$ cat src/rtl/core/tcc_pkg.sv
// Package for the text console: field widths, character codes, default geometry
// and the structs that pass between the cursor unit and the screen store.
// No dependencies.
`timescale 1ns / 1ps

package tcc_pkg;

  localparam int DEF_COLS  = 80;
  localparam int DEF_ROWS  = 25;

  localparam int CHAR_W    = 8;
  localparam int ATTR_W    = 8;
  localparam int CELL_W    = 16;
  localparam int ROW_OUT_W = 5;
  localparam int COL_OUT_W = 7;

  localparam logic [ATTR_W-1:0] ATTR_RESET   = 8'h07;
  localparam logic [CHAR_W-1:0] SPACE_CHAR   = 8'h20;
  localparam logic [CHAR_W-1:0] NEWLINE_CHAR = 8'h0A;

  localparam logic MODE_PUT   = 1'b0;
  localparam logic MODE_CLEAR = 1'b1;

  typedef struct packed {
    logic                 cell_written;
    logic [ROW_OUT_W-1:0] cell_row;
    logic [COL_OUT_W-1:0] cell_col;
    logic [CELL_W-1:0]    cell_value;
    logic [ROW_OUT_W-1:0] cursor_row_out;
    logic [COL_OUT_W-1:0] cursor_col_out;
    logic                 scrolled;
  } tcc_result_t;

  typedef struct packed {
    logic go;
    logic clear;
    logic scroll;
    logic put;
  } tcc_cmd_t;

endpackage

$ cat src/rtl/core/tcc_in_if.sv
// Input channel of the text console: one beat carries a mode and a character byte.
// Depends on tcc_pkg.
`timescale 1ns / 1ps

interface tcc_in_if import tcc_pkg::*; ();
  logic              valid;
  logic              ready;
  logic              mode;
  logic [CHAR_W-1:0] char_code;

  modport source (output valid, mode, char_code, input ready);
  modport sink   (input valid, mode, char_code, output ready);
endinterface

$ cat src/rtl/core/tcc_out_if.sv
// Result channel of the text console: one beat per input beat.
// Depends on tcc_pkg.
`timescale 1ns / 1ps

interface tcc_out_if import tcc_pkg::*; ();
  logic                 valid;
  logic                 ready;
  logic                 cell_written;
  logic [ROW_OUT_W-1:0] cell_row;
  logic [COL_OUT_W-1:0] cell_col;
  logic [CELL_W-1:0]    cell_value;
  logic [ROW_OUT_W-1:0] cursor_row_out;
  logic [COL_OUT_W-1:0] cursor_col_out;
  logic                 scrolled;

  modport source (output valid, cell_written, cell_row, cell_col, cell_value,
                  cursor_row_out, cursor_col_out, scrolled, input ready);
  modport sink   (input valid, cell_written, cell_row, cell_col, cell_value,
                  cursor_row_out, cursor_col_out, scrolled, output ready);
endinterface

$ cat src/rtl/core/tcc_ram.sv
// Generic simple dual-port RAM: one write port, one read port with registered data.
// No dependencies.
`timescale 1ns / 1ps

module tcc_ram #(
  parameter int WIDTH = 16,
  parameter int DEPTH = 2000
) (
  input  logic                     clk,
  input  logic                     we,
  input  logic [$clog2(DEPTH)-1:0] waddr,
  input  logic [WIDTH-1:0]         wdata,
  input  logic [$clog2(DEPTH)-1:0] raddr,
  output logic [WIDTH-1:0]         rdata
);

  logic [WIDTH-1:0] mem [DEPTH];
  logic [WIDTH-1:0] rdata_r;

  always_ff @(posedge clk) begin
    if (we) begin
      mem[waddr] <= wdata;
    end
    rdata_r <= mem[raddr];
  end

  assign rdata = rdata_r;

endmodule

$ cat src/rtl/core/tcc_cursor.sv
// Cursor unit: holds the cursor, works out each beat's result and the store command.
// Depends on tcc_pkg.
`timescale 1ns / 1ps

module tcc_cursor import tcc_pkg::*; #(
  parameter int COLS = DEF_COLS,
  parameter int ROWS = DEF_ROWS
) (
  input  logic                          clk,
  input  logic                          rst_n,
  input  logic                          accept,
  input  logic                          mode,
  input  logic [CHAR_W-1:0]             char_code,
  input  logic [ATTR_W-1:0]             attr,
  output tcc_result_t                   result,
  output tcc_cmd_t                      cmd,
  output logic [$clog2(ROWS*COLS)-1:0]  cmd_addr,
  output logic [CELL_W-1:0]             cmd_data
);

  localparam int RW = $clog2(ROWS + 1);
  localparam int CW = $clog2(COLS + 1);
  localparam int AW = $clog2(ROWS * COLS);
  localparam logic [RW-1:0] ROW_END  = RW'(ROWS);
  localparam logic [RW-1:0] ROW_LAST = RW'(ROWS - 1);
  localparam logic [CW-1:0] COL_END  = CW'(COLS);

  logic [RW-1:0] row_r, row_nxt;
  logic [CW-1:0] col_r, col_nxt;
  logic [RW-1:0] r1;
  logic [CW-1:0] c1;
  logic          scroll;

  always_comb begin
    r1       = row_r;
    c1       = col_r;
    scroll   = 1'b0;
    row_nxt  = row_r;
    col_nxt  = col_r;
    cmd      = '0;
    result   = '0;
    cmd_data = {attr, char_code};
    cmd_addr = '0;
    if (mode == MODE_CLEAR) begin
      row_nxt   = '0;
      col_nxt   = '0;
      cmd.clear = 1'b1;
    end else if (char_code == NEWLINE_CHAR) begin
      r1 = row_r + RW'(1);
      c1 = '0;
      if (r1 >= ROW_END) begin
        r1     = ROW_LAST;
        scroll = 1'b1;
      end
      row_nxt = r1;
      col_nxt = '0;
    end else begin
      if (col_r >= COL_END) begin
        c1 = '0;
        r1 = row_r + RW'(1);
      end
      if (r1 >= ROW_END) begin
        r1     = ROW_LAST;
        c1     = '0;
        scroll = 1'b1;
      end
      row_nxt             = r1;
      col_nxt             = c1 + CW'(1);
      cmd.put             = 1'b1;
      cmd_addr            = AW'(r1 * COLS) + AW'(c1);
      result.cell_written = 1'b1;
      result.cell_row     = ROW_OUT_W'(r1);
      result.cell_col     = COL_OUT_W'(c1);
      result.cell_value   = {attr, char_code};
    end
    cmd.go                = accept;
    cmd.scroll            = scroll;
    result.scrolled       = scroll;
    result.cursor_row_out = ROW_OUT_W'(row_nxt);
    result.cursor_col_out = COL_OUT_W'(col_nxt);
  end

  always_ff @(posedge clk) begin
    if (!rst_n) begin
      row_r <= '0;
      col_r <= '0;
    end else if (accept) begin
      row_r <= row_nxt;
      col_r <= col_nxt;
    end
  end

  a_cursor_in_range: assert property (@(posedge clk) disable iff (!rst_n)
    (row_r < ROW_END) && (col_r <= COL_END))
    else $error("cursor left the screen");

endmodule

$ cat src/rtl/core/tcc_store.sv
// Screen store: the cell RAM and the sequencer that clears it after reset, writes
// characters, scrolls one row up and fills the screen. Depends on tcc_pkg, tcc_ram.
`timescale 1ns / 1ps

module tcc_store import tcc_pkg::*; #(
  parameter int COLS = DEF_COLS,
  parameter int ROWS = DEF_ROWS
) (
  input  logic                          clk,
  input  logic                          rst_n,
  input  tcc_cmd_t                      cmd,
  input  logic [$clog2(ROWS*COLS)-1:0]  cmd_addr,
  input  logic [CELL_W-1:0]             cmd_data,
  input  logic [ATTR_W-1:0]             attr,
  output logic                          idle
);

  localparam int N  = ROWS * COLS;
  localparam int AW = $clog2(N);
  localparam logic [AW-1:0] LAST      = AW'(N - 1);
  localparam logic [AW-1:0] COPY_LAST = AW'(N - COLS - 1);
  localparam logic [AW-1:0] BOTTOM    = AW'((ROWS - 1) * COLS);
  localparam logic [AW-1:0] ROW_STEP  = AW'(COLS);

  localparam logic [2:0] S_INIT  = 3'd0;
  localparam logic [2:0] S_IDLE  = 3'd1;
  localparam logic [2:0] S_CLEAR = 3'd2;
  localparam logic [2:0] S_COPY  = 3'd3;
  localparam logic [2:0] S_FILL  = 3'd4;

  logic [2:0]        state_r, state_nxt;
  logic [AW-1:0]     ptr_r, ptr_nxt;
  logic              cp_v_r, cp_v_nxt;
  logic [AW-1:0]     cp_addr_r, cp_addr_nxt;
  logic              pend_put_r, pend_put_nxt;
  logic [CELL_W-1:0] pend_data_r, pend_data_nxt;

  logic              ram_we;
  logic [AW-1:0]     ram_waddr;
  logic [CELL_W-1:0] ram_wdata;
  logic [AW-1:0]     ram_raddr;
  logic [CELL_W-1:0] ram_rdata;
  logic [CELL_W-1:0] blank;

  assign blank     = {attr, SPACE_CHAR};
  assign ram_raddr = ptr_r + ROW_STEP;
  assign idle      = (state_r == S_IDLE);

  always_comb begin
    state_nxt     = state_r;
    ptr_nxt       = ptr_r;
    cp_v_nxt      = 1'b0;
    cp_addr_nxt   = cp_addr_r;
    pend_put_nxt  = pend_put_r;
    pend_data_nxt = pend_data_r;
    ram_we        = cp_v_r;
    ram_waddr     = cp_addr_r;
    ram_wdata     = ram_rdata;
    case (state_r)
      S_INIT: begin
        ram_we    = 1'b1;
        ram_waddr = ptr_r;
        ram_wdata = '0;
        if (ptr_r == LAST) begin
          state_nxt = S_IDLE;
          ptr_nxt   = '0;
        end else begin
          ptr_nxt = ptr_r + AW'(1);
        end
      end
      S_IDLE: begin
        if (cmd.go) begin
          if (cmd.clear) begin
            state_nxt = S_CLEAR;
            ptr_nxt   = '0;
          end else if (cmd.scroll) begin
            state_nxt     = S_COPY;
            ptr_nxt       = '0;
            pend_put_nxt  = cmd.put;
            pend_data_nxt = cmd_data;
          end else if (cmd.put) begin
            ram_we    = 1'b1;
            ram_waddr = cmd_addr;
            ram_wdata = cmd_data;
          end
        end
      end
      S_CLEAR: begin
        ram_we    = 1'b1;
        ram_waddr = ptr_r;
        ram_wdata = blank;
        if (ptr_r == LAST) begin
          state_nxt = S_IDLE;
          ptr_nxt   = '0;
        end else begin
          ptr_nxt = ptr_r + AW'(1);
        end
      end
      S_COPY: begin
        cp_v_nxt    = 1'b1;
        cp_addr_nxt = ptr_r;
        if (ptr_r == COPY_LAST) begin
          state_nxt = S_FILL;
          ptr_nxt   = BOTTOM;
        end else begin
          ptr_nxt = ptr_r + AW'(1);
        end
      end
      S_FILL: begin
        if (!cp_v_r) begin
          ram_we    = 1'b1;
          ram_waddr = ptr_r;
          ram_wdata = (pend_put_r && (ptr_r == BOTTOM)) ? pend_data_r : blank;
          if (ptr_r == LAST) begin
            state_nxt    = S_IDLE;
            ptr_nxt      = '0;
            pend_put_nxt = 1'b0;
          end else begin
            ptr_nxt = ptr_r + AW'(1);
          end
        end
      end
      default: begin
        state_nxt = S_IDLE;
        ptr_nxt   = '0;
      end
    endcase
  end

  always_ff @(posedge clk) begin
    if (!rst_n) begin
      state_r    <= S_INIT;
      ptr_r      <= '0;
      cp_v_r     <= 1'b0;
      pend_put_r <= 1'b0;
    end else begin
      state_r    <= state_nxt;
      ptr_r      <= ptr_nxt;
      cp_v_r     <= cp_v_nxt;
      pend_put_r <= pend_put_nxt;
    end
  end

  always_ff @(posedge clk) begin
    cp_addr_r   <= cp_addr_nxt;
    pend_data_r <= pend_data_nxt;
  end

  tcc_ram #(
    .WIDTH (CELL_W),
    .DEPTH (N)
  ) u_ram (
    .clk   (clk),
    .we    (ram_we),
    .waddr (ram_waddr),
    .wdata (ram_wdata),
    .raddr (ram_raddr),
    .rdata (ram_rdata)
  );

  a_copy_only_in_scroll: assert property (@(posedge clk) disable iff (!rst_n)
    cp_v_r |-> (state_r == S_COPY || state_r == S_FILL))
    else $error("row copy write outside a scroll");

  a_copy_feeds_write: assert property (@(posedge clk) disable iff (!rst_n)
    (state_r == S_COPY) |=> cp_v_r)
    else $error("row copy read without a following write");

  a_fill_bottom_row: assert property (@(posedge clk) disable iff (!rst_n)
    (state_r == S_FILL && !cp_v_r) |-> (ptr_r >= BOTTOM))
    else $error("bottom row fill outside the bottom row");

endmodule

$ cat src/rtl/core/text_console_cursor_scroll.sv
// Text console top level: a ROWS x COLS store of 16-bit cells (attribute high byte,
// character low byte), a cursor and one result beat per input beat. After reset the
// store is zeroed by a pass over every cell during which no input beat is taken;
// attribute writes are taken at any time. A character or newline that does not
// scroll leaves the store idle. A beat that scrolls occupies the store's single
// write port while rows are copied up one cell per cycle, then the bottom row filled,
// and a clear fills every cell with a blank; no beat is taken meanwhile. The result of
// a beat is registered at its acceptance; no new beat is taken while it waits, and the
// next beat can be taken at the earliest in the cycle in which the result is delivered.
// Depends on tcc_pkg, tcc_in_if, tcc_out_if, tcc_cursor, tcc_store.
`timescale 1ns / 1ps

module text_console_cursor_scroll import tcc_pkg::*; #(
  parameter int COLS = DEF_COLS,
  parameter int ROWS = DEF_ROWS
) (
  input  logic              clk,
  input  logic              rst_n,
  input  logic              cfg_we,
  input  logic [ATTR_W-1:0] cfg_wdata,
  tcc_in_if.sink            in_bus,
  tcc_out_if.source         out_bus
);

  localparam int AW = $clog2(ROWS * COLS);

  logic [ATTR_W-1:0] attr_r;
  logic              out_valid_r;
  tcc_result_t       res_r;
  tcc_result_t       result;
  tcc_cmd_t          cmd;
  logic [AW-1:0]     cmd_addr;
  logic [CELL_W-1:0] cmd_data;
  logic              store_idle;
  logic              accept;

  assign in_bus.ready = store_idle && (!out_valid_r || out_bus.ready);
  assign accept       = in_bus.valid && in_bus.ready;

  always_ff @(posedge clk) begin
    if (!rst_n) begin
      attr_r <= ATTR_RESET;
    end else if (cfg_we) begin
      attr_r <= cfg_wdata;
    end
  end

  tcc_cursor #(
    .COLS (COLS),
    .ROWS (ROWS)
  ) u_cursor (
    .clk       (clk),
    .rst_n     (rst_n),
    .accept    (accept),
    .mode      (in_bus.mode),
    .char_code (in_bus.char_code),
    .attr      (attr_r),
    .result    (result),
    .cmd       (cmd),
    .cmd_addr  (cmd_addr),
    .cmd_data  (cmd_data)
  );

  tcc_store #(
    .COLS (COLS),
    .ROWS (ROWS)
  ) u_store (
    .clk      (clk),
    .rst_n    (rst_n),
    .cmd      (cmd),
    .cmd_addr (cmd_addr),
    .cmd_data (cmd_data),
    .attr     (attr_r),
    .idle     (store_idle)
  );

  always_ff @(posedge clk) begin
    if (!rst_n) begin
      out_valid_r <= 1'b0;
    end else if (accept) begin
      out_valid_r <= 1'b1;
    end else if (out_bus.ready) begin
      out_valid_r <= 1'b0;
    end
  end

  always_ff @(posedge clk) begin
    if (accept) begin
      res_r <= result;
    end
  end

  assign out_bus.valid          = out_valid_r;
  assign out_bus.cell_written   = res_r.cell_written;
  assign out_bus.cell_row       = res_r.cell_row;
  assign out_bus.cell_col       = res_r.cell_col;
  assign out_bus.cell_value     = res_r.cell_value;
  assign out_bus.cursor_row_out = res_r.cursor_row_out;
  assign out_bus.cursor_col_out = res_r.cursor_col_out;
  assign out_bus.scrolled       = res_r.scrolled;

  a_accept_gives_beat: assert property (@(posedge clk) disable iff (!rst_n)
    accept |=> out_valid_r)
    else $error("accepted beat produced no result");

endmodule
$ cat src/flat_wrapper.sv
// flat-port wrapper written by rule: the top's interface ports become plain ports
module text_console_cursor_scroll_flat import tcc_pkg::*;
#(
  parameter int COLS = DEF_COLS,
  parameter int ROWS = DEF_ROWS
)
  (clk, rst_n, cfg_we, cfg_wdata, in_bus_valid, in_bus_mode, in_bus_char_code, in_bus_ready, out_bus_valid, out_bus_cell_written, out_bus_cell_row, out_bus_cell_col, out_bus_cell_value, out_bus_cursor_row_out, out_bus_cursor_col_out, out_bus_scrolled, out_bus_ready);
  tcc_in_if in_bus_i ();
  tcc_out_if out_bus_i ();
  input  logic clk;
  input  logic rst_n;
  input  logic cfg_we;
  input  logic [ATTR_W-1:0] cfg_wdata;
  input wire logic [$bits(in_bus_i.valid)-1:0] in_bus_valid;
  input wire logic [$bits(in_bus_i.mode)-1:0] in_bus_mode;
  input wire logic [$bits(in_bus_i.char_code)-1:0] in_bus_char_code;
  output wire logic [$bits(in_bus_i.ready)-1:0] in_bus_ready;
  output wire logic [$bits(out_bus_i.valid)-1:0] out_bus_valid;
  output wire logic [$bits(out_bus_i.cell_written)-1:0] out_bus_cell_written;
  output wire logic [$bits(out_bus_i.cell_row)-1:0] out_bus_cell_row;
  output wire logic [$bits(out_bus_i.cell_col)-1:0] out_bus_cell_col;
  output wire logic [$bits(out_bus_i.cell_value)-1:0] out_bus_cell_value;
  output wire logic [$bits(out_bus_i.cursor_row_out)-1:0] out_bus_cursor_row_out;
  output wire logic [$bits(out_bus_i.cursor_col_out)-1:0] out_bus_cursor_col_out;
  output wire logic [$bits(out_bus_i.scrolled)-1:0] out_bus_scrolled;
  input wire logic [$bits(out_bus_i.ready)-1:0] out_bus_ready;
  assign in_bus_i.valid = in_bus_valid;
  assign in_bus_i.mode = in_bus_mode;
  assign in_bus_i.char_code = in_bus_char_code;
  assign in_bus_ready = in_bus_i.ready;
  assign out_bus_valid = out_bus_i.valid;
  assign out_bus_cell_written = out_bus_i.cell_written;
  assign out_bus_cell_row = out_bus_i.cell_row;
  assign out_bus_cell_col = out_bus_i.cell_col;
  assign out_bus_cell_value = out_bus_i.cell_value;
  assign out_bus_cursor_row_out = out_bus_i.cursor_row_out;
  assign out_bus_cursor_col_out = out_bus_i.cursor_col_out;
  assign out_bus_scrolled = out_bus_i.scrolled;
  assign out_bus_i.ready = out_bus_ready;
  text_console_cursor_scroll #(.COLS(COLS), .ROWS(ROWS)) u_core (.clk(clk), .rst_n(rst_n), .cfg_we(cfg_we), .cfg_wdata(cfg_wdata), .in_bus(in_bus_i), .out_bus(out_bus_i));
endmodule
$ cat config.mk
export PLATFORM = sky130hd
export DESIGN_NAME = text_console_cursor_scroll_flat
export DESIGN_NICKNAME = d
export VERILOG_FILES = /design/src/rtl/core/tcc_pkg.sv /design/src/rtl/core/tcc_in_if.sv /design/src/rtl/core/tcc_out_if.sv /design/src/rtl/core/tcc_ram.sv /design/src/rtl/core/tcc_cursor.sv /design/src/rtl/core/tcc_store.sv /design/src/rtl/core/text_console_cursor_scroll.sv /design/src/flat_wrapper.sv
export SDC_FILE = /design/constraint.sdc
export NUM_CORES = 1
export LEC_CHECK = 0
export ABC_AREA = 1
export ABC_CLOCK_PERIOD_IN_PS = 6200
export BUFFER_PORTS_ARGS = -buffer_cell sky130_fd_sc_hd__buf_2
export CAP_MARGIN = 20
export CORE_ASPECT_RATIO = 0.9
export CORE_UTILIZATION = 50
export CTS_CLUSTER_SIZE = 16
export DETAILED_ROUTE_END_ITERATION = 10
export PLACE_DENSITY = 0.73
export SLEW_MARGIN = 20
export SYNTH_ARGS = -nofsm -noshare
export SYNTH_HDL_FRONTEND = slang
export SYNTH_SLANG_ARGS = --single-unit
$ cat constraint.sdc
create_clock -name clk -period 6.2 [get_ports clk]
set_input_delay 1.24 -clock clk [delete_from_list [all_inputs] [get_ports clk]]
set_output_delay 1.24 -clock clk [all_outputs]
set_load 0.005 [all_outputs]
==> impl_metrics.json, run 1 <==
{
  "nFillCells": 601,
  "initialDrtViolationCount": 202,
  "io_buffers": 65,
  "drt-pass1-iter-count": 4,
  "drv_slew": 0,
  "vdd_drop_max_uv": 170,
  "dpl-instance-area_sq_mm": 0.00406,
  "hold_viol": 0,
  "ys_warn_count": 0,
  "multi_input_area_sq_mm": 0.00135,
  "whs_ns": 0.466,
  "cp_max_fo": 35,
  "via_per_inst": 4.98,
  "final_nets": 531,
  "dieArea_sq_mm": 0.00769,
  "initial_core_util": 0.519,
  "htreeDepth": 3,
  "period_needed_ns": 3.10,
  "worstSkewPairLatency_ns": 0.36,
  "ant_nets": 0,
  "post_cts_buffers": 0,
  "die_w_um": 92.4,
  "synth-main-ff-cell": "edfxtp_1",
  "grt_pass1_wl_um": 12600,
  "io_pins": 66,
  "fin_crit_sh": 0.500,
  "yosys.cell_count.top_type": "nor2_1",
  "grt_setup_unrepaired": "no",
  "vias": 3005,
  "dp.cells": 587,
  "r2r_slack_ns": 3.42,
  "antenna_found_initial": 0,
  "wire_per_inst_um": 12.7,
  "crit_required_ns": 6.50,
  "clockRootBuffer": "clkbuf_8",
  "crit_type": "in2reg",
  "place_congestion": 0.850,
  "crit_path_top_delay_cell": "clkinv_1",
  "power_density_mw_per_mm2": 312,
  "drive_above_1_share": 0.198,
  "final_util": 0.603,
  "path_buf_inv": 4,
  "grt_max_degree": 63,
  "tritoncts": "yes",
  "fin_cells": 603,
  "cpPeakStageDelay_ns": 0.81,
  "max_freq_ghz": 0.322,
  "ctsResizeCount": 0,
  "synth_common_cells": "nor2_1 (77), inv_1 (67), nand2_1 (65), edfxtp_1 (42), dfxtp_1 (36)",
  "hpwl_um": 5270,
  "tns_ns": 0,
  "max_cap_viol_count": 0,
  "core_sq_mm": 0.00708,
  "max-slew-margin-rel": 0.353,
  "netlist.area_leader.share": 0.343,
  "clockBufferDepth": 2,
  "use_met2": 0.338,
  "synth-edff-count": 42,
  "fp-row-count": 29,
  "fin_area_sq_mm": 0.00427,
  "finalWirelength_um": 7640,
  "grt_overflow_total": 0,
  "startpoint": "in_bus_char_code[2]",
  "hold_class": "reg2reg",
  "worstPathCellList": "buf_2 > inv_1 > nand4_1 > nor2_1 > nor2_2 > clkinv_1 > a21oi_1 > nand2_1 > nand3_1 > nand2_1 > inv_1",
  "arrival_ns": 3.40,
  "clk_pin_slew_ns": 0.09,
  "met3_usage": 0.0357,
  "syn_area_sq_mm": 0.00367,
  "synth_nets": 466,
  "synthToLayoutAreaGrowth_pct": 16.1,
  "seq_area_frac_synth": 0.540,
  "cp_top_family": "buffers and inverters",
  "grt_pass1_vias": 2843,
  "synth_top_area_cell": "edfxtp_1",
  "drc_errors": 0,
  "cts_buffers": 9,
  "met1_usage": 0.267,
  "r2r_start": "u_core.u_cursor.row_r[0]$_SDFFE_PN0P_",
  "antennaDiodeCount": 0,
  "endpoint_kind": "flip-flop",
  "async_flop_share": 0,
  "synthTopCellsByArea": "edfxtp_1 (34%), dfxtp_1 (20%), nor2_1 (7.9%), inv_1 (6.8%), nand2_1 (6.6%)",
  "leakagePower_nw": 1.94,
  "fp.dieH_um": 83.3,
  "ys_ff_latch": 78,
  "finalClockSkew_ns": 0.0151,
  "seq_area_sq_mm": 0.00198,
  "start_kind": "input pin",
  "busiest_layer": "met2",
  "hold_start": "u_core.attr_r[7]$_SDFFE_PN0P_",
  "syn_area_per_cell_sq_um": 8.35,
  "synthCells": 440,
  "status": "finished, final reports clean",
  "groute.usage.overall": 0.210,
  "cts_hold_buffers": 0,
  "cts.sinks": 78,
  "worst_slew_pin_slew_ns": 0.964,
  "yosys.cell_types.count": 34,
  "setup_viol": 0
}
[worst register-to-register path, delay by kind of cell (launching register included)]
family	cells	cell delay (ns)
simple gates	9	1.19
buf+inv	4	0.35
fa+ha+maj	2	0.56
flops	1	0.45
[layer usage]
layer | wire, um | share of wire | vias up
met5 | 0 | 0 | -
met4 | 185 | 0.024 | 0
met3 | 326 | 0.043 | 15
met2 | 3560 | 0.47 | 75
met1 | 3570 | 0.47 | 1359
li1 | - | - | 1556
[report_power, final]
group | internal, W | switching, W
Clock | 0.000199 | 0.000193
Combinational | 0.0000987 | 0.000181
Sequential | 0.000615 | 0.0000448
[through the flow]
stage	worst slack [ns]	power [W]
floorplan	2.66	0.000878
global placement	3.01	0.000937
detailed placement	2.83	0.000946
CTS	3.21	0.00134
global route	2.90	0.00141
finish	3.10	0.00133
[state kept, by name (all words and copies together), names as in the netlist, 5 cells and up]
register	cells
u_core.attr_r	8
u_core.out_bus.cell_col	7
u_core.out_bus.cell_row	5
u_core.out_bus.cell_value	16
u_core.out_bus.cursor_col_out	7
u_core.out_bus.cursor_row_out	5
u_core.u_cursor.col_r	7
u_core.u_cursor.row_r	5
u_core.u_store.ptr_r	11
[cell usage in the layout, fill, tap and decap left out, types with 3 or more instances in the layout]
master | Yosys | routed
nand3_1 | 24 | 24
nand2_2 | 4 | 4
nor3_1 | 6 | 6
buf_2 | 2 | 65
o21ai_1 | 11 | 11
a21oi_1 | 27 | 27
nor2_2 | 3 | 3
xor2_1 | 6 | 6
dfxtp_1 | 36 | 36
nand4_1 | 9 | 9
o22ai_1 | 5 | 5
clkinv_1 | 3 | 3
nor2_1 | 77 | 77
ha_1 | 4 | 4
o21ai_0 | 24 | 24
inv_2 | 5 | 5
inv_1 | 67 | 66
nand2_1 | 65 | 65
clkbuf_8 | 0 | 10
clkinvlp_4 | 0 | 3
edfxtp_1 | 42 | 42
[layout make-up]
class | instances | share of cell area
Sequential cell | 78 | 0.465
Multi-Input combinational cell | 276 | 0.317
Timing Repair Buffer | 65 | 0.0763
Inverter | 75 | 0.0663
Clock buffer | 10 | 0.0323
Tap cell | 93 | 0.0273
Clock inverter | 6 | 0.0164
[path summary, 6_finish.rpt]
kind                                                              endpoint  cells after the start
worst max-delay path                 u_core.u_cursor.col_r[5]$_SDFFE_PN0P_                     11
worst min-delay path                         u_core.attr_r[7]$_SDFFE_PN0P_                      2
worst min register to register               u_core.attr_r[7]$_SDFFE_PN0P_                      2
worst max register to register  u_core.out_bus.cursor_col_out[4]$_DFFE_PP_                     15
[kinds of logic after synthesis]
| family | count (synthesis) | synth area share |
|---|---|---|
| and+or+nand+nor | 195 | 0.237 |
| buffers and inverters | 86 | 0.0926 |
| AOI/OAI and AO/OA | 70 | 0.100 |
| adders and majority gates | 4 | 0.0136 |
| DFF | 78 | 0.540 |
| xor gates and xnor gates | 7 | 0.0167 |
Note: power is estimated with default switching activity, not from simulation.
==> run 2: changes to the inputs <==
--- a/config.mk
+++ b/config.mk
@@ -5,15 +5,15 @@
 export SDC_FILE = /design/constraint.sdc
 export NUM_CORES = 1
 export LEC_CHECK = 0
-export ABC_AREA = 1
-export ABC_CLOCK_PERIOD_IN_PS = 6200
+export ABC_AREA = 0
+export ABC_CLOCK_PERIOD_IN_PS = 2900
 export BUFFER_PORTS_ARGS = -buffer_cell sky130_fd_sc_hd__buf_2
 export CAP_MARGIN = 20
 export CORE_ASPECT_RATIO = 0.9
 export CORE_UTILIZATION = 50
 export CTS_CLUSTER_SIZE = 16
 export DETAILED_ROUTE_END_ITERATION = 10
-export PLACE_DENSITY = 0.73
+export PLACE_DENSITY = 0.72
 export SLEW_MARGIN = 20
 export SYNTH_ARGS = -nofsm -noshare
 export SYNTH_HDL_FRONTEND = slang
==> constraint.sdc (replaced) <==
create_clock -name clk -period 2.9 [get_ports clk]
set_input_delay 0.58 -clock clk [delete_from_list [all_inputs] [get_ports clk]]
set_output_delay 0.58 -clock clk [all_outputs]
set_load 0.005 [all_outputs]
==> run 2 against run 1 <==
Effect of this change: synthesized cell count fell by 10%; largest cell class unchanged; synthesized area increased by 7.9%; register-to-register slack got worse by 3.2 ns; sequential power is 77% higher; global-route usage up 1.7 points; non-clock buffer count up 16; via count up 6.7%; clock-buffer cell count decreased by 1; worst setup slack got worse by 2.9 ns; routed wire length rose by 16%; flip-flop and latch count is the same; utilization is 0.18 points lower; highest routed layer unchanged.
==> impl_metrics.json, run 2 <==
{
  "status": "finished, final reports clean",
  "antenna_found_initial": 0,
  "hold_viol": 0,
  "final_nets": 486,
  "drv_slew": 0,
  "place_ws_ns": 0.0212,
  "place_congestion": 0.877,
  "drive_above_1_share": 0.265,
  "setup_viol": 0,
  "finalWirelength_um": 8890,
  "fp-row-count": 30,
  "wire_per_inst_um": 15.9,
  "synth-edff-count": 42,
  "final_cell_mix": "buf_2 (65), nand2_1 (42), edfxtp_1 (42), dfxtp_1 (35), nor2_1 (27)",
  "tritoncts": "yes",
  "leakagePower_nw": 1.64,
  "initial_core_util": 0.520,
  "cts_hold_buffers": 0,
  "cts_buffers": 9,
  "met1_usage": 0.315,
  "max_cap_viol_count": 0,
  "power_density_mw_per_mm2": 440,
  "grt_pass1_wl_um": 14200,
  "hpwl_um": 6370,
  "synthAdderAreaFrac": 0.0126,
  "layout_setup_ws_ns": 0.179,
  "cp_common_cell": "ha_1",
  "clk_pin_slew_ns": 0.09,
  "ctsResizeCount": 1,
  "synth_top_family_by_area": "simple AND/OR/NAND/NOR gates",
  "fp.dieH_um": 86.5,
  "post_cts_buffers": 0,
  "layout_commonest_cell": "buf_2",
  "vias": 3206,
  "start_kind": "flip-flop",
  "crit_type": "reg2reg",
  "drc_errors": 0,
  "synth_nets": 420,
  "synth_compound_area_frac": 0.166,
  "grt_overflow_total": 0,
  "synth_xor_area_frac": 0.0199,
  "die_w_um": 95.9,
  "async_flop_share": 0,
  "synth_common_cells": "edfxtp_1 (42), nand2_1 (42), dfxtp_1 (36), a21oi_1 (27), nor2_1 (27)",
  "htreeDepth": 3,
  "synthToLayoutAreaGrowth_pct": 15.5,
  "worstSkewPairLatency_ns": 0.35,
  "core_sq_mm": 0.00762,
  "startpoint": "u_core.u_cursor.row_r[0]$_SDFFE_PN0P_",
  "cpPeakStageDelay_ns": 0.44,
  "r2r_slack_ns": 0.18,
  "arrival_ns": 2.99,
  "busiest_layer": "met2",
  "synthCells": 394,
  "groute.usage.overall": 0.227,
  "ant_nets": 0,
  "endpoint_kind": "flip-flop",
  "worst_slew_pin_slew_ns": 0.688,
  "cp_max_fo": 9,
  "syn_area_per_cell_sq_um": 10.1,
  "cp-endpoint": "u_core.u_cursor.col_r[4]$_SDFFE_PN0P_",
  "grt_max_degree": 21,
  "rr_worst_depth": 11,
  "yosys.cell_types.count": 64,
  "regToRegEndpoint": "u_core.u_cursor.col_r[4]$_SDFFE_PN0P_",
  "io_pins": 66,
  "grt_pass1_vias": 2844,
  "max_freq_ghz": 0.368,
  "worstPathCellList": "inv_2 > ha_1 > nor4_2 > a21oi_4 > a21oi_2 > and2_1 > ha_1 > nand3_1 > a211oi_1 > a31oi_1 > o31ai_1",
  "seq_area_frac_synth": 0.500,
  "p_total_w": 0.00201,
  "netlist.area_leader.share": 0.318,
  "yosys.area_share.simple": 0.227,
  "r2r_start": "u_core.u_cursor.row_r[0]$_SDFFE_PN0P_",
  "tns_ns": 0,
  "period_needed_ns": 2.72,
  "finalClockSkew_ns": 0.00717,
  "fin_crit_sh": 0.938,
  "synthTopCellsByArea": "edfxtp_1 (32%), dfxtp_1 (18%), nand2_1 (4.0%), a21oi_1 (3.4%), and2_1 (3.3%)",
  "clockBufferDepth": 2,
  "hold_class": "in2reg",
  "synth-main-ff-cell": "edfxtp_1",
  "synth_mux_area_frac": 0.0303,
  "drt-pass1-iter-count": 5,
  "cts.sinks": 78,
  "crit_required_ns": 3.17,
  "via_per_inst": 5.71,
  "grt_setup_unrepaired": "no",
  "max-slew-margin-rel": 0.541,
  "dieArea_sq_mm": 0.00829,
  "syn_area_sq_mm": 0.00396,
  "crit_path_top_delay_cell": "dfxtp_2",
  "initialDrtViolationCount": 189,
  "ys_warn_count": 0,
  "clockRootBuffer": "clkbuf_8",
  "ys_ff_latch": 78,
  "vdd_drop_max_uv": 271,
  "io_buffers": 65,
  "synth_top_area_cell": "edfxtp_1",
  "largest_reg_flops": 16,
  "met3_usage": 0.0605,
  "antennaDiodeCount": 0,
  "use_met2": 0.347
}
==> run 2: cell types whose count changed after synthesis, sizes merged, moves of 8 or more <==
cell and change:
nor2 -54, clkbuf +8, nor2b +11, inv -64, mux2i +12, nand2 -28
and2 +21, o21ai -25
==> run 2: kinds of logic (layout without fill, tap and decap cells) <==
group | count (synthesis) | after routing
simple gates | 166 | 166
fa+ha+maj | 4 | 4
buf+inv | 35 | 106
compound gates | 90 | 90
mux | 12 | 12
flops | 78 | 78
xor+xnor | 9 | 9
==> run 2: worst min-delay path by stage <==
stage                                              from                             to  slack (ns)  cells past startpoint
after global placement    u_core.attr_r[2]$_SDFFE_PN1P_  u_core.attr_r[2]$_SDFFE_PN1P_        0.44                      2
after detailed placement  u_core.attr_r[0]$_SDFFE_PN1P_  u_core.attr_r[0]$_SDFFE_PN1P_        0.46                      2
after CTS                                  cfg_wdata[0]  u_core.attr_r[0]$_SDFFE_PN1P_        0.43                      3
after floorplan           u_core.attr_r[0]$_SDFFE_PN1P_  u_core.attr_r[0]$_SDFFE_PN1P_        0.43                      2
final                                      cfg_wdata[0]  u_core.attr_r[0]$_SDFFE_PN1P_        0.44                      3
after global routing                       cfg_wdata[0]  u_core.attr_r[0]$_SDFFE_PN1P_        0.43                      3
==> run 2: final cells by class <==
cell class              count  area (sq um)
clock buffers               9           124
clock inverters             7          57.6
fillers                   627          3040
inverters                   9          33.8
multi-input cells         281          1820
flip-flops and latches     78          1980
well taps                  96           120
repair buffers             81           445
==> run 2: per-stage QoR <==
| step | util | hold slack (ns) | instances | area, sq um |
|---|---|---|---|---|
| 2_1_floorplan | - | 0.433 | 394 | 3960 |
| 3_3_place_gp | 0.576 | 0.443 | 545 | 4390 |
| 3_5_place_dp | 0.576 | 0.459 | 545 | 4390 |
| 4_1_cts | 0.600 | 0.427 | 561 | 4570 |
| 5_1_grt | 0.601 | 0.433 | 561 | 4580 |
| 6_report | 0.601 | 0.437 | 561 | 4580 |
==> run 2: worst max-delay path, delay by kind of cell (launching register included) <==
family                   cells  cell delay [ns]
AO/OA/AOI/OAI                5             0.84
buffers and inverters        1             0.11
adder cells (fa/ha/maj)      2             0.56
AND/OR/NAND/NOR              3             0.69
flip-flops                   1             0.44
==> run 2: power breakdown <==
group / switching [W] / total (W) / leakage, nW / internal (W)
clock network: 0.000436 / 0.000758 / 0.0881 / 0.000322
registers: 0.00000636 / 0.00117 / 0.634 / 0.00116
logic: 0.0000486 / 0.0000846 / 0.917 / 0.0000361
==> run 2: per-layer routing <==
| metal | vias to the layer above | wire (um) |
|---|---|---|
| met2 | 105 | 4110 |
| met3 | 8 | 418 |
| met4 | 0 | 72 |
| li1 | 1574 | - |
| met5 | - | 0 |
| met1 | 1519 | 4290 |
